==> config.mk <==
export PLATFORM = sky130hd
export DESIGN_NAME = deadline_monotonic_tick_scheduler
export DESIGN_NICKNAME = d
export VERILOG_FILES = /design/src/hdl/dmts_pkg.sv /design/src/hdl/dmts_cell.sv /design/src/hdl/deadline_monotonic_tick_scheduler.sv
export SDC_FILE = /design/constraint.sdc
export NUM_CORES = 2
export LEC_CHECK = 0
export BUFFER_PORTS_ARGS = -buffer_cell sky130_fd_sc_hd__buf_2
export CORE_MARGIN = 2
export CORE_UTILIZATION = 57
export DETAILED_ROUTE_END_ITERATION = 7
export GPL_TIMING_DRIVEN = 0
export PLACE_DENSITY_LB_ADDON = 0.15
export SLEW_MARGIN = 40
export SYNTH_ARGS = -nofsm -noshare
export SYNTH_HDL_FRONTEND = slang
export SYNTH_SLANG_ARGS = --single-unit
==> constraint.sdc <==
create_clock -name i_clk -period 5.7 [get_ports i_clk]
set_input_delay 0.855 -clock i_clk [delete_from_list [all_inputs] [get_ports i_clk]]
set_output_delay 0.855 -clock i_clk [all_outputs]
set_load 0.005 [all_outputs]
==> src/hdl/dmts_pkg.sv <==
`timescale 1ns / 1ps
// ----------------------------------------------------------------------------
// dmts_pkg
// Shared types and field widths for the deadline-monotonic tick scheduler.
// ----------------------------------------------------------------------------
package dmts_pkg;

    localparam int CMD_W     = 2;
    localparam int IN_SLOT_W = 3;
    localparam int FIELD_W   = 16;
    localparam int ID_W      = 8;
    localparam int CFG_W     = 4;

    typedef enum logic [CMD_W-1:0] {
        CMD_LOAD    = 2'd0,
        CMD_RESTART = 2'd1,
        CMD_TICK    = 2'd2
    } t_cmd;

endpackage

==> src/hdl/dmts_cell.sv <==
`timescale 1ns / 1ps
// ----------------------------------------------------------------------------
// dmts_cell
// One task slot: holds the slot's parameters, remaining budget and phase, and
// updates the best-candidate token as it passes through on its way down.
// ----------------------------------------------------------------------------
module dmts_cell import dmts_pkg::*; #(
    parameter int TICK_WIDTH = 16,
    parameter int SLOT_W     = 3,
    parameter int IDX        = 0
) (
    input  logic                  i_clk,
    input  logic                  i_rst_n,
    input  logic                  i_active,
    input  logic                  i_load,
    input  logic                  i_restart,
    input  logic [TICK_WIDTH-1:0] i_budget,
    input  logic [TICK_WIDTH-1:0] i_period,
    input  logic [TICK_WIDTH-1:0] i_deadline,
    input  logic [ID_W-1:0]       i_task_id,
    input  logic                  i_tok_vld,
    input  logic                  i_tok_found,
    input  logic [TICK_WIDTH-1:0] i_tok_deadline,
    input  logic [SLOT_W-1:0]     i_tok_slot,
    input  logic [ID_W-1:0]       i_tok_id,
    output logic                  o_tok_vld,
    output logic                  o_tok_found,
    output logic [TICK_WIDTH-1:0] o_tok_deadline,
    output logic [SLOT_W-1:0]     o_tok_slot,
    output logic [ID_W-1:0]       o_tok_id,
    input  logic                  i_fin,
    input  logic                  i_fin_found,
    input  logic [SLOT_W-1:0]     i_fin_slot
);

    logic [TICK_WIDTH-1:0] r_budget;
    logic [TICK_WIDTH-1:0] r_period;
    logic [TICK_WIDTH-1:0] r_deadline;
    logic [ID_W-1:0]       r_id;
    logic [TICK_WIDTH-1:0] r_remaining;
    logic [TICK_WIDTH-1:0] n_remaining;
    logic [TICK_WIDTH-1:0] r_phase;
    logic [TICK_WIDTH-1:0] n_phase;
    logic                  r_tok_vld;
    logic                  r_tok_found;
    logic [TICK_WIDTH-1:0] r_tok_deadline;
    logic [SLOT_W-1:0]     r_tok_slot;
    logic [ID_W-1:0]       r_tok_id;

    logic                  w_visit;
    logic                  w_release;
    logic [TICK_WIDTH-1:0] w_rem_eff;
    logic                  w_take;
    logic [TICK_WIDTH:0]   w_phase_inc;
    logic                  w_picked;

    assign w_visit     = i_tok_vld && i_active;
    assign w_release   = (r_phase == '0);
    assign w_rem_eff   = w_release ? r_budget : r_remaining;
    assign w_take      = w_visit && (w_rem_eff != '0) &&
                         (!i_tok_found || (r_deadline < i_tok_deadline));
    assign w_phase_inc = {1'b0, r_phase} + (TICK_WIDTH+1)'(1);
    assign w_picked    = i_fin && i_fin_found && (i_fin_slot == SLOT_W'(IDX));

    always_comb begin
        n_remaining = r_remaining;
        if (i_restart) begin
            n_remaining = r_budget;
        end else if (w_visit && w_release) begin
            n_remaining = r_budget;
        end else if (w_picked) begin
            n_remaining = r_remaining - TICK_WIDTH'(1);
        end
    end

    always_comb begin
        n_phase = r_phase;
        if (i_restart) begin
            n_phase = '0;
        end else if (i_fin && i_active) begin
            if (w_phase_inc >= {1'b0, r_period}) begin
                n_phase = '0;
            end else begin
                n_phase = w_phase_inc[TICK_WIDTH-1:0];
            end
        end
    end

    always_ff @(posedge i_clk) begin
        if (i_load) begin
            r_budget   <= i_budget;
            r_period   <= i_period;
            r_deadline <= i_deadline;
            r_id       <= i_task_id;
        end
        r_tok_found    <= i_tok_found || w_take;
        r_tok_deadline <= w_take ? r_deadline : i_tok_deadline;
        r_tok_slot     <= w_take ? SLOT_W'(IDX) : i_tok_slot;
        r_tok_id       <= w_take ? r_id : i_tok_id;
    end

    always_ff @(posedge i_clk) begin
        if (!i_rst_n) begin
            r_remaining <= '0;
            r_phase     <= '0;
            r_tok_vld   <= 1'b0;
        end else begin
            r_remaining <= n_remaining;
            r_phase     <= n_phase;
            r_tok_vld   <= i_tok_vld;
        end
    end

    assign o_tok_vld      = r_tok_vld;
    assign o_tok_found    = r_tok_found;
    assign o_tok_deadline = r_tok_deadline;
    assign o_tok_slot     = r_tok_slot;
    assign o_tok_id       = r_tok_id;

endmodule

==> src/hdl/deadline_monotonic_tick_scheduler.sv <==
`timescale 1ns / 1ps
// ----------------------------------------------------------------------------
// deadline_monotonic_tick_scheduler
// Periodic task scheduler: picks the released task with the shortest deadline.
// ----------------------------------------------------------------------------
// Load and restart transactions produce no result.
// A tick transaction walks a token through the row of MAX_TASKS slot cells,
// one cell per cycle, between a launch register and the result register.
// Busy is set when a tick is accepted and clears once the token leaves the
// last cell; no command is accepted while busy. Results cannot be stalled.
// Reset zeroes every phase, remaining budget and the active task count; slot
// parameters hold no value until loaded.
// ----------------------------------------------------------------------------
module deadline_monotonic_tick_scheduler import dmts_pkg::*; #(
    parameter int MAX_TASKS  = 8,
    parameter int TICK_WIDTH = 16
) (
    input  logic                 i_clk,
    input  logic                 i_rst_n,
    input  logic                 start,
    output logic                 busy,
    input  logic [CMD_W-1:0]     i_command,
    input  logic [IN_SLOT_W-1:0] i_slot,
    input  logic [FIELD_W-1:0]   i_budget,
    input  logic [FIELD_W-1:0]   i_period,
    input  logic [FIELD_W-1:0]   i_deadline,
    input  logic [ID_W-1:0]      i_task_id,
    input  logic                 i_cfg_we,
    input  logic [CFG_W-1:0]     i_cfg_wdata,
    output logic                 o_valid,
    output logic                 o_busy_res,
    output logic [ID_W-1:0]      o_running_id,
    output logic [IN_SLOT_W-1:0] o_running_slot
);

    localparam int SLOT_W = (MAX_TASKS > 1) ? $clog2(MAX_TASKS) : 1;

    typedef enum logic [1:0] {
        ST_IDLE = 2'b01,
        ST_WALK = 2'b10
    } t_state;

    t_state               r_state;
    t_state               n_state;
    logic [CFG_W-1:0]     r_active_tasks;
    logic                 r_launch;
    logic                 r_valid;
    logic                 r_busy_res;
    logic [ID_W-1:0]      r_running_id;
    logic [IN_SLOT_W-1:0] r_running_slot;

    logic                  w_accept;
    logic                  w_load;
    logic                  w_restart;
    logic                  w_tick;
    logic                  w_fin;
    logic [TICK_WIDTH-1:0] w_budget;
    logic [TICK_WIDTH-1:0] w_period;
    logic [TICK_WIDTH-1:0] w_deadline;

    logic                  w_tok_vld      [0:MAX_TASKS];
    logic                  w_tok_found    [0:MAX_TASKS];
    logic [TICK_WIDTH-1:0] w_tok_deadline [0:MAX_TASKS];
    logic [SLOT_W-1:0]     w_tok_slot     [0:MAX_TASKS];
    logic [ID_W-1:0]       w_tok_id       [0:MAX_TASKS];

    assign busy       = (r_state != ST_IDLE);
    assign w_accept   = start && !busy;
    assign w_load     = w_accept && (t_cmd'(i_command) == CMD_LOAD);
    assign w_restart  = w_accept && (t_cmd'(i_command) == CMD_RESTART);
    assign w_tick     = w_accept && (t_cmd'(i_command) == CMD_TICK);
    assign w_fin      = (r_state == ST_WALK) && w_tok_vld[MAX_TASKS];
    assign w_budget   = TICK_WIDTH'(i_budget);
    assign w_period   = TICK_WIDTH'(i_period);
    assign w_deadline = TICK_WIDTH'(i_deadline);

    assign w_tok_vld[0]      = r_launch;
    assign w_tok_found[0]    = 1'b0;
    assign w_tok_deadline[0] = '0;
    assign w_tok_slot[0]     = '0;
    assign w_tok_id[0]       = '0;

    for (genvar k = 0; k < MAX_TASKS; k++) begin : g_cell
        logic w_active;
        logic w_sel;

        assign w_active = (32'(r_active_tasks) > k);
        assign w_sel    = w_load && (32'(i_slot) == k);

        dmts_cell #(
            .TICK_WIDTH (TICK_WIDTH),
            .SLOT_W     (SLOT_W),
            .IDX        (k)
        ) u_cell (
            .i_clk          (i_clk),
            .i_rst_n        (i_rst_n),
            .i_active       (w_active),
            .i_load         (w_sel),
            .i_restart      (w_restart),
            .i_budget       (w_budget),
            .i_period       (w_period),
            .i_deadline     (w_deadline),
            .i_task_id      (i_task_id),
            .i_tok_vld      (w_tok_vld[k]),
            .i_tok_found    (w_tok_found[k]),
            .i_tok_deadline (w_tok_deadline[k]),
            .i_tok_slot     (w_tok_slot[k]),
            .i_tok_id       (w_tok_id[k]),
            .o_tok_vld      (w_tok_vld[k+1]),
            .o_tok_found    (w_tok_found[k+1]),
            .o_tok_deadline (w_tok_deadline[k+1]),
            .o_tok_slot     (w_tok_slot[k+1]),
            .o_tok_id       (w_tok_id[k+1]),
            .i_fin          (w_fin),
            .i_fin_found    (w_tok_found[MAX_TASKS]),
            .i_fin_slot     (w_tok_slot[MAX_TASKS])
        );
    end

    always_comb begin
        n_state = r_state;
        case (r_state)
            ST_IDLE: begin
                if (w_tick) begin
                    n_state = ST_WALK;
                end
            end
            ST_WALK: begin
                if (w_fin) begin
                    n_state = ST_IDLE;
                end
            end
            default: begin
                n_state = ST_IDLE;
            end
        endcase
    end

    always_ff @(posedge i_clk) begin
        if (!i_rst_n) begin
            r_state        <= ST_IDLE;
            r_active_tasks <= '0;
            r_launch       <= 1'b0;
            r_valid        <= 1'b0;
        end else begin
            r_state  <= n_state;
            r_launch <= w_tick;
            r_valid  <= w_fin;
            if (i_cfg_we) begin
                r_active_tasks <= i_cfg_wdata;
            end
        end
    end

    always_ff @(posedge i_clk) begin
        if (w_fin) begin
            r_busy_res     <= w_tok_found[MAX_TASKS];
            r_running_id   <= w_tok_id[MAX_TASKS];
            r_running_slot <= IN_SLOT_W'(w_tok_slot[MAX_TASKS]);
        end
    end

    assign o_valid        = r_valid;
    assign o_busy_res     = r_busy_res;
    assign o_running_id   = r_running_id;
    assign o_running_slot = r_running_slot;

endmodule
Yosys cells after proc, flatten, opt, wreduce, memory -nomap -nowiden. Cells that the tools add are included.

Output and inout bits: 14. Register bits after elaboration: 933. Word-level logic and storage cells: 322. Bits of input ports: 69.

Add/sub/neg operators: 16. Magnitude comparators: 23. Muxes and demuxes: 56. Bitwise operators: 1. Equality and inequality tests: 21. Reductions and logical operators: 112.

Operators by type and width (count): $mux W16 (46); $add A16 B1 Y17 const B (8); $ge A17 B16 Y1 (8); $logic_not A16 Y1 (8); $reduce_bool A16 Y1 (8); $sub A16 B1 Y16 const B (8); $lt A16 B16 Y1 (7); $logic_and A1 B1 Y1 (61); $mux W8 (7); $eq A3 B3 Y1 const B (8); $reduce_bool A3 Y1 (8); $gt A4 B3 Y1 const B (4); $logic_or A1 B1 Y1 (14); $eq A3 B2 Y1 const B (4); $gt A4 B1 Y1 const B (2); $gt A4 B2 Y1 const B (2); $logic_not A1 Y1 (8); $eq A3 B1 Y1 const B (2); $logic_not A3 Y1 (2); $eq A2 B1 Y1 const B (2); $eq A2 B2 Y1 const B (2); $mux W2 (2); $ne A2 B1 Y1 const B (2); $pmux W2 S2 (1); 5 further kinds (5).

Longest topological paths before layout.
Word-level depth: 7. Mapped depth: 16. Gate-level depth less buffers: 14.

Modules after synthesis. From an unflattened synthesis, not the netlist that was laid out.

Cell total of the unflattened synthesis: 3918. Area, all modules: 43471.7 um^2.

By module, submodules not included: dmts_cell (g_cell[1].u_cell ...) (instances 2, seq. area each 2902.8 um^2, area an instance 5380.2 um^2, cells an instance 484); dmts_cell (g_cell[5].u_cell ...) (instances 2, seq. area each 2902.8 um^2, area an instance 5295.1 um^2, cells an instance 485); dmts_cell (g_cell[4].u_cell) (instances 1, seq. area each 2902.8 um^2, area an instance 5348.9 um^2, cells an instance 481); dmts_cell (g_cell[3].u_cell) (instances 1, seq. area each 2902.8 um^2, area an instance 5347.6 um^2, cells an instance 484); dmts_cell (g_cell[0].u_cell) (instances 1, seq. area each 2902.8 um^2, area an instance 5341.4 um^2, cells an instance 482); dmts_cell (g_cell[7].u_cell) (instances 1, seq. area each 2902.8 um^2, area an instance 5275.1 um^2, cells an instance 469); deadline_monotonic_tick_scheduler (instances 1, seq. area each 520.5 um^2, area an instance 808.3 um^2, cells an instance 64).

Worst setup path after synthesis. No wires, ideal clock.

Path kind: in2reg. Start point: input port start. End point: register g_cell[0].u_cell.r_budget[0] (enable). Data required time: 5.161 ns. Slack: 0.074 ns. Arrival time: 5.087 ns. Cell stages on the path: 4. Buffers on the path: 0. Setup time: 0.539 ns. Path through: nand3b_1 nor3_1 nand2b_1 nor3_1.

Cells in the longest elaborated chain, start to end: 3.

Ends and longest elaborated chain: start: declaration (line deadline_monotonic_tick_scheduler.sv:20) `input logic start,`; $logic_and A1 B1 Y1 (line deadline_monotonic_tick_scheduler.sv:68) `assign w_accept = start && !busy;`; $logic_and A1 B1 Y1 (line deadline_monotonic_tick_scheduler.sv:69) `assign w_load = w_accept && (t_cmd'(i_command) == CMD_LOAD);`; $logic_and A1 B1 Y1 (line deadline_monotonic_tick_scheduler.sv:88) `assign w_sel = w_load && (32'(i_slot) == k);`; named net g_cell[0].u_cell.i_load (line dmts_cell.sv:15) `input logic i_load,`; end signal: assignment (line dmts_cell.sv:91) `r_budget <= i_budget;`; end: declaration (line dmts_cell.sv:36) `logic [TICK_WIDTH-1:0] r_budget;`.

The timed path passes the listed nets, and every way through them passes these cells. A chain may end at the register's enable or synchronous reset.

Final worst setup path.
Start point: register g_cell[6].u_cell.r_phase[0]. End point: register g_cell[6].u_cell.r_phase[5].

Cells in the longest elaborated chain, start to end: 3.

Ends and longest elaborated chain: start: declaration (line dmts_cell.sv:42) `logic [TICK_WIDTH-1:0] r_phase;`; start signal: assignment (line dmts_cell.sv:109) `r_phase <= n_phase;`; $add A16 B1 Y17 (*) (line dmts_cell.sv:62) `assign w_phase_inc = {1'b0, r_phase} + (TICK_WIDTH+1)'(1);`; $ge A17 B16 Y1 (line dmts_cell.sv:81) `if (w_phase_inc >= {1'b0, r_period}) begin`; $mux W16 (*) (line dmts_cell.sv:81).

Every way passes the cells marked *; elsewhere a longest branch is shown, timed or not.

==> key figures <==
Worst setup path
  – Max FO, Critical Path: 10
  – Critical setup path kind: flop to flop
  – Crit end category: flop
  – Nature of the critical path startpoint: flop
  – Worst Path Required: 6.27 ns
  – Max incr delay on CP: 0.60 ns
  – Crit path cell chain: ha_1, nand3_1, nor2_1, nand3_1, nor2_1, xor2_1, ha_1, nand4_1, inv_1, a221oi_1, a21oi_1, nor3_1, clkbuf_1, o21ai_0, a31oi_1
  – Worst path arrival time: 4.87 ns
  – Slowest CP cell: nor3_1

Logic synthesis
  – Synthesized area per cell: 11.36 um^2
  – Seq cells post-synth: 933
  – Ys async rst share: 0
  – Post-synthesis cell area: 0.04084 mm^2
  – Share of the yosys chip area belonging to registers: 0.5700
  – Post-synth EDFFs: 460
  – Synth area leaders: edfxtp_1 (34%), dfxtp_1 (23%), ha_1 (7.9%)
  – Distinct cell type count after synthesis: 70
  – Syn nets: 3923
  – Synth top area share: 0.3382
  – Gate Count Post-Synth: 3597
  – Synth cell count leaders: dfxtp_1 (473), edfxtp_1 (460), inv_1 (307), nor2_1 (267), ha_1 (257)
  – Synth area leader: edfxtp_1
  – Top FF cell, synth: dfxtp_1
  – Most common cell in the netlist: dfxtp_1
  – Number of synthesis warnings: 0

Power and ir drop
  – Tot Pwr: 14.34 mW
  – VDD IR max: 0.2710 mV
  – Pint: 11.30 mW
  – Comb pwr share: 0.036
  – Pleak: 17.87 nW
  – Sw Share: 0.2119
  – Net Switching: 3.040 mW
  – Power per cell area: 308.6 mW/mm^2
  – Clock power share: 0.462
  – Sequential power share: 0.501

Floorplanning
  – Initial core utilization: 0.5733
  – Die Area: 0.07381 mm^2
  – Die height: 271.7 um
  – I/O pin total: 83
  – Core Area: 0.07124 mm^2
  – FP Rows: 98
  – Die X: 271.7 um

STA
  – RSZ-0062 raised after global routing: false
  – Clock skew: 0.02893 ns
  – Final Cycle Share: 0.7543
  – Slew headroom: 0.4223
  – Endpoints failing setup: 0
  – Fmax: 232.6 MHz
  – Max-slew violations: 0
  – Fin Setup TNS: 0 ns
  – Fin crit period: 4.299 ns
  – Worst Max-Slew Pin Slew: 0.8666 ns
  – Worst setup margin: 1.401 ns
  – Hold Fails Final Rpt: 0

GRT
  – Global route overflow: 0
  – GR peak layer: met2
  – All-Layer GR Usage: 0.2514
  – Largest net degree at the start of global routing: 21
  – Initial antenna violation count: 7
  – Grt met2 use: 0.4198
  – Met3 Use GR: 0.03591
  – Met1 Use GR: 0.3343
  – First-pass GRT wire length: 145000 um
  – Number of global-route vias before repair: 26715

Clock network
  – Setup Buffers After CTS: 0
  – Clock Sinks: 933
  – Later-pin clock latency in the skew report: 0.66 ns
  – CTS tree: yes
  – Clk root buf: clkbuf_16
  – Post-CTS resize count: 0
  – Clock-pin transition on the worst setup and hold timing paths: 0.06 ns
  – Inserted Clock Buffers: 95
  – CTS H-tree depth: 3
  – Hold buffer count at CTS: 0
  – Max Root-Sink Buffers: 3

Placed design
  – Number of placed instances, taps included: 4667
  – Placed Area: 0.04309 mm^2
  – Number of port buffers: 81
  – GPL Wtd Cong: 0.8978
  – DP HPWL: 65840 um
  – Dpl ws: 1.461 ns

Drt
  – Residual DRC: 0
  – Initial detailed-routing violation count: 1881
  – Wirelength, routed: 92890 um
  – Routed len/inst: 19.15 um
  – Antenna viol nets, final: 0
  – 1st-pass router iterations: 7
  – Vias: 27447
  – Vias per cell: 5.659

Layout
  – Final nets: 4140
  – Fill cells: 5521
  – Layout area overhead: 13.79%
  – Design Area, Final: 0.04648 mm^2
  – Layout cells sized above 1: 0.1234
  – Fin cells: 4850

Min path
  – Hold Path Class: flop to flop

Status
  – Status: finished clean

Job
  – Max-Cap Viols: 0
## registers in the layout (all words and copies together), names as in the netlist, 3 cells and up
signal	count
g_cell.u_cell.o_tok_id	64
r_active_tasks	4
g_cell.u_cell.r_phase	128
g_cell.u_cell.r_remaining	128
g_cell.u_cell.r_id	64
g_cell.u_cell.o_tok_found	8
g_cell.u_cell.o_tok_vld	8
o_running_id	8
g_cell.u_cell.r_deadline	128
g_cell.u_cell.o_tok_deadline	112
g_cell.u_cell.o_tok_slot	17
o_running_slot	3
g_cell.u_cell.r_period	128
g_cell.u_cell.r_budget	128
## layout by cell type (no fill, tap or decap), drive strengths merged, types with 20 or more instances in the layout
| cell type | netlist | routed |
|---|---|---|
| dfxtp | 473 | 473 |
| edfxtp | 460 | 460 |
| inv | 307 | 312 |
| nor2 | 267 | 267 |
| ha | 257 | 257 |
| clkbuf | 101 | 225 |
| nand2 | 167 | 167 |
| mux2 | 152 | 152 |
| a21oi | 151 | 151 |
| o21ai | 142 | 142 |
| buf | 13 | 133 |
| xnor2 | 127 | 127 |
| nand3 | 125 | 125 |
| xor2 | 90 | 90 |
| nor4 | 89 | 89 |
| a211oi | 83 | 83 |
| nor3 | 70 | 70 |
| nand4 | 61 | 61 |
| and2 | 46 | 46 |
| and3 | 43 | 43 |
| a22oi | 34 | 34 |
| nand2b | 31 | 31 |
| clkinv | 0 | 28 |
| nor2b | 25 | 25 |
| a22o | 23 | 23 |
| or3 | 23 | 23 |
| or2 | 21 | 21 |
| a21o | 20 | 20 |
## worst paths after layout
kind                           startpoint                     endpoint  slack [ns]  depth (start not counted)
max           g_cell[6].u_cell.r_phase[0]  g_cell[6].u_cell.r_phase[5]        1.40                         15
min          g_cell[7].u_cell.o_tok_id[1]              o_running_id[1]        0.40                          0
max reg2reg   g_cell[6].u_cell.r_phase[0]  g_cell[6].u_cell.r_phase[5]        1.40                         15
min reg2reg  g_cell[7].u_cell.o_tok_id[1]              o_running_id[1]        0.40                          0
## routing by layer
metal / share of wire / vias up / wire (um)
met5: 0.00019 / - / 18
met4: 0.034 / 4 / 3128
met3: 0.056 / 150 / 5166
li1: - / 13417 / -
met2: 0.47 / 683 / 44100
met1: 0.44 / 13193 / 40470
## cell type report
type,instances,area [um^2],area share
Tap cell,950,1189,0.02557
Clock buffer,124,2597,0.05589
Antenna cell,3,7.507,0.0001615
Clock inverter,56,764.5,0.01645
Buffer,114,475.5,0.01023
Inverter,307,1152,0.02479
Multi-Input combinational cell,2243,16050,0.3454
Timing Repair Buffer,120,957.2,0.02059
Sequential cell,933,23280,0.5009
## worst max-delay path, delay by kind of cell, from the launching register on
kind	cells	cell delay, ns
and+or+nand+nor	6	1.64
AOI/OAI and AO/OA	4	0.75
adders and majority gates	2	0.59
DFF	1	0.49
buffers and inverters	2	0.48
xor gates and xnor gates	1	0.26
## cells by family (layout without fill, tap and decap cells)
group	Yosys count	in the layout	share of synthesized area
buffers and inverters	421	721	0.03973
adder cells (fa/ha/maj)	257	257	0.07873
flip-flops	933	933	0.5700
other	0	3	0
XOR/XNOR	217	217	0.04653
AND/OR/NAND/NOR	1028	1028	0.1284
multiplexers	170	170	0.04806
AO/OA/AOI/OAI	571	571	0.08850
## through the flow
stage	hold WS, ns	utilization
floorplan	0.3855	-
global placement	0.3886	0.5957
detailed placement	0.3897	0.6049
CTS	0.4041	0.6521
global route	0.4141	0.6523
finish	0.4047	0.6524
## power by group through the flow
stage                     Sequential [mW]  Combinational [mW]  Clock (mW)
after floorplan                      7.32               0.294           0
after global placement               7.34               0.498           0
after detailed placement             7.34               0.518           0
after global routing                 7.20               0.575        7.02
after CTS                            7.19               0.522        6.74
final                                7.19               0.522        6.63
Power figures use the tool's default switching activity.
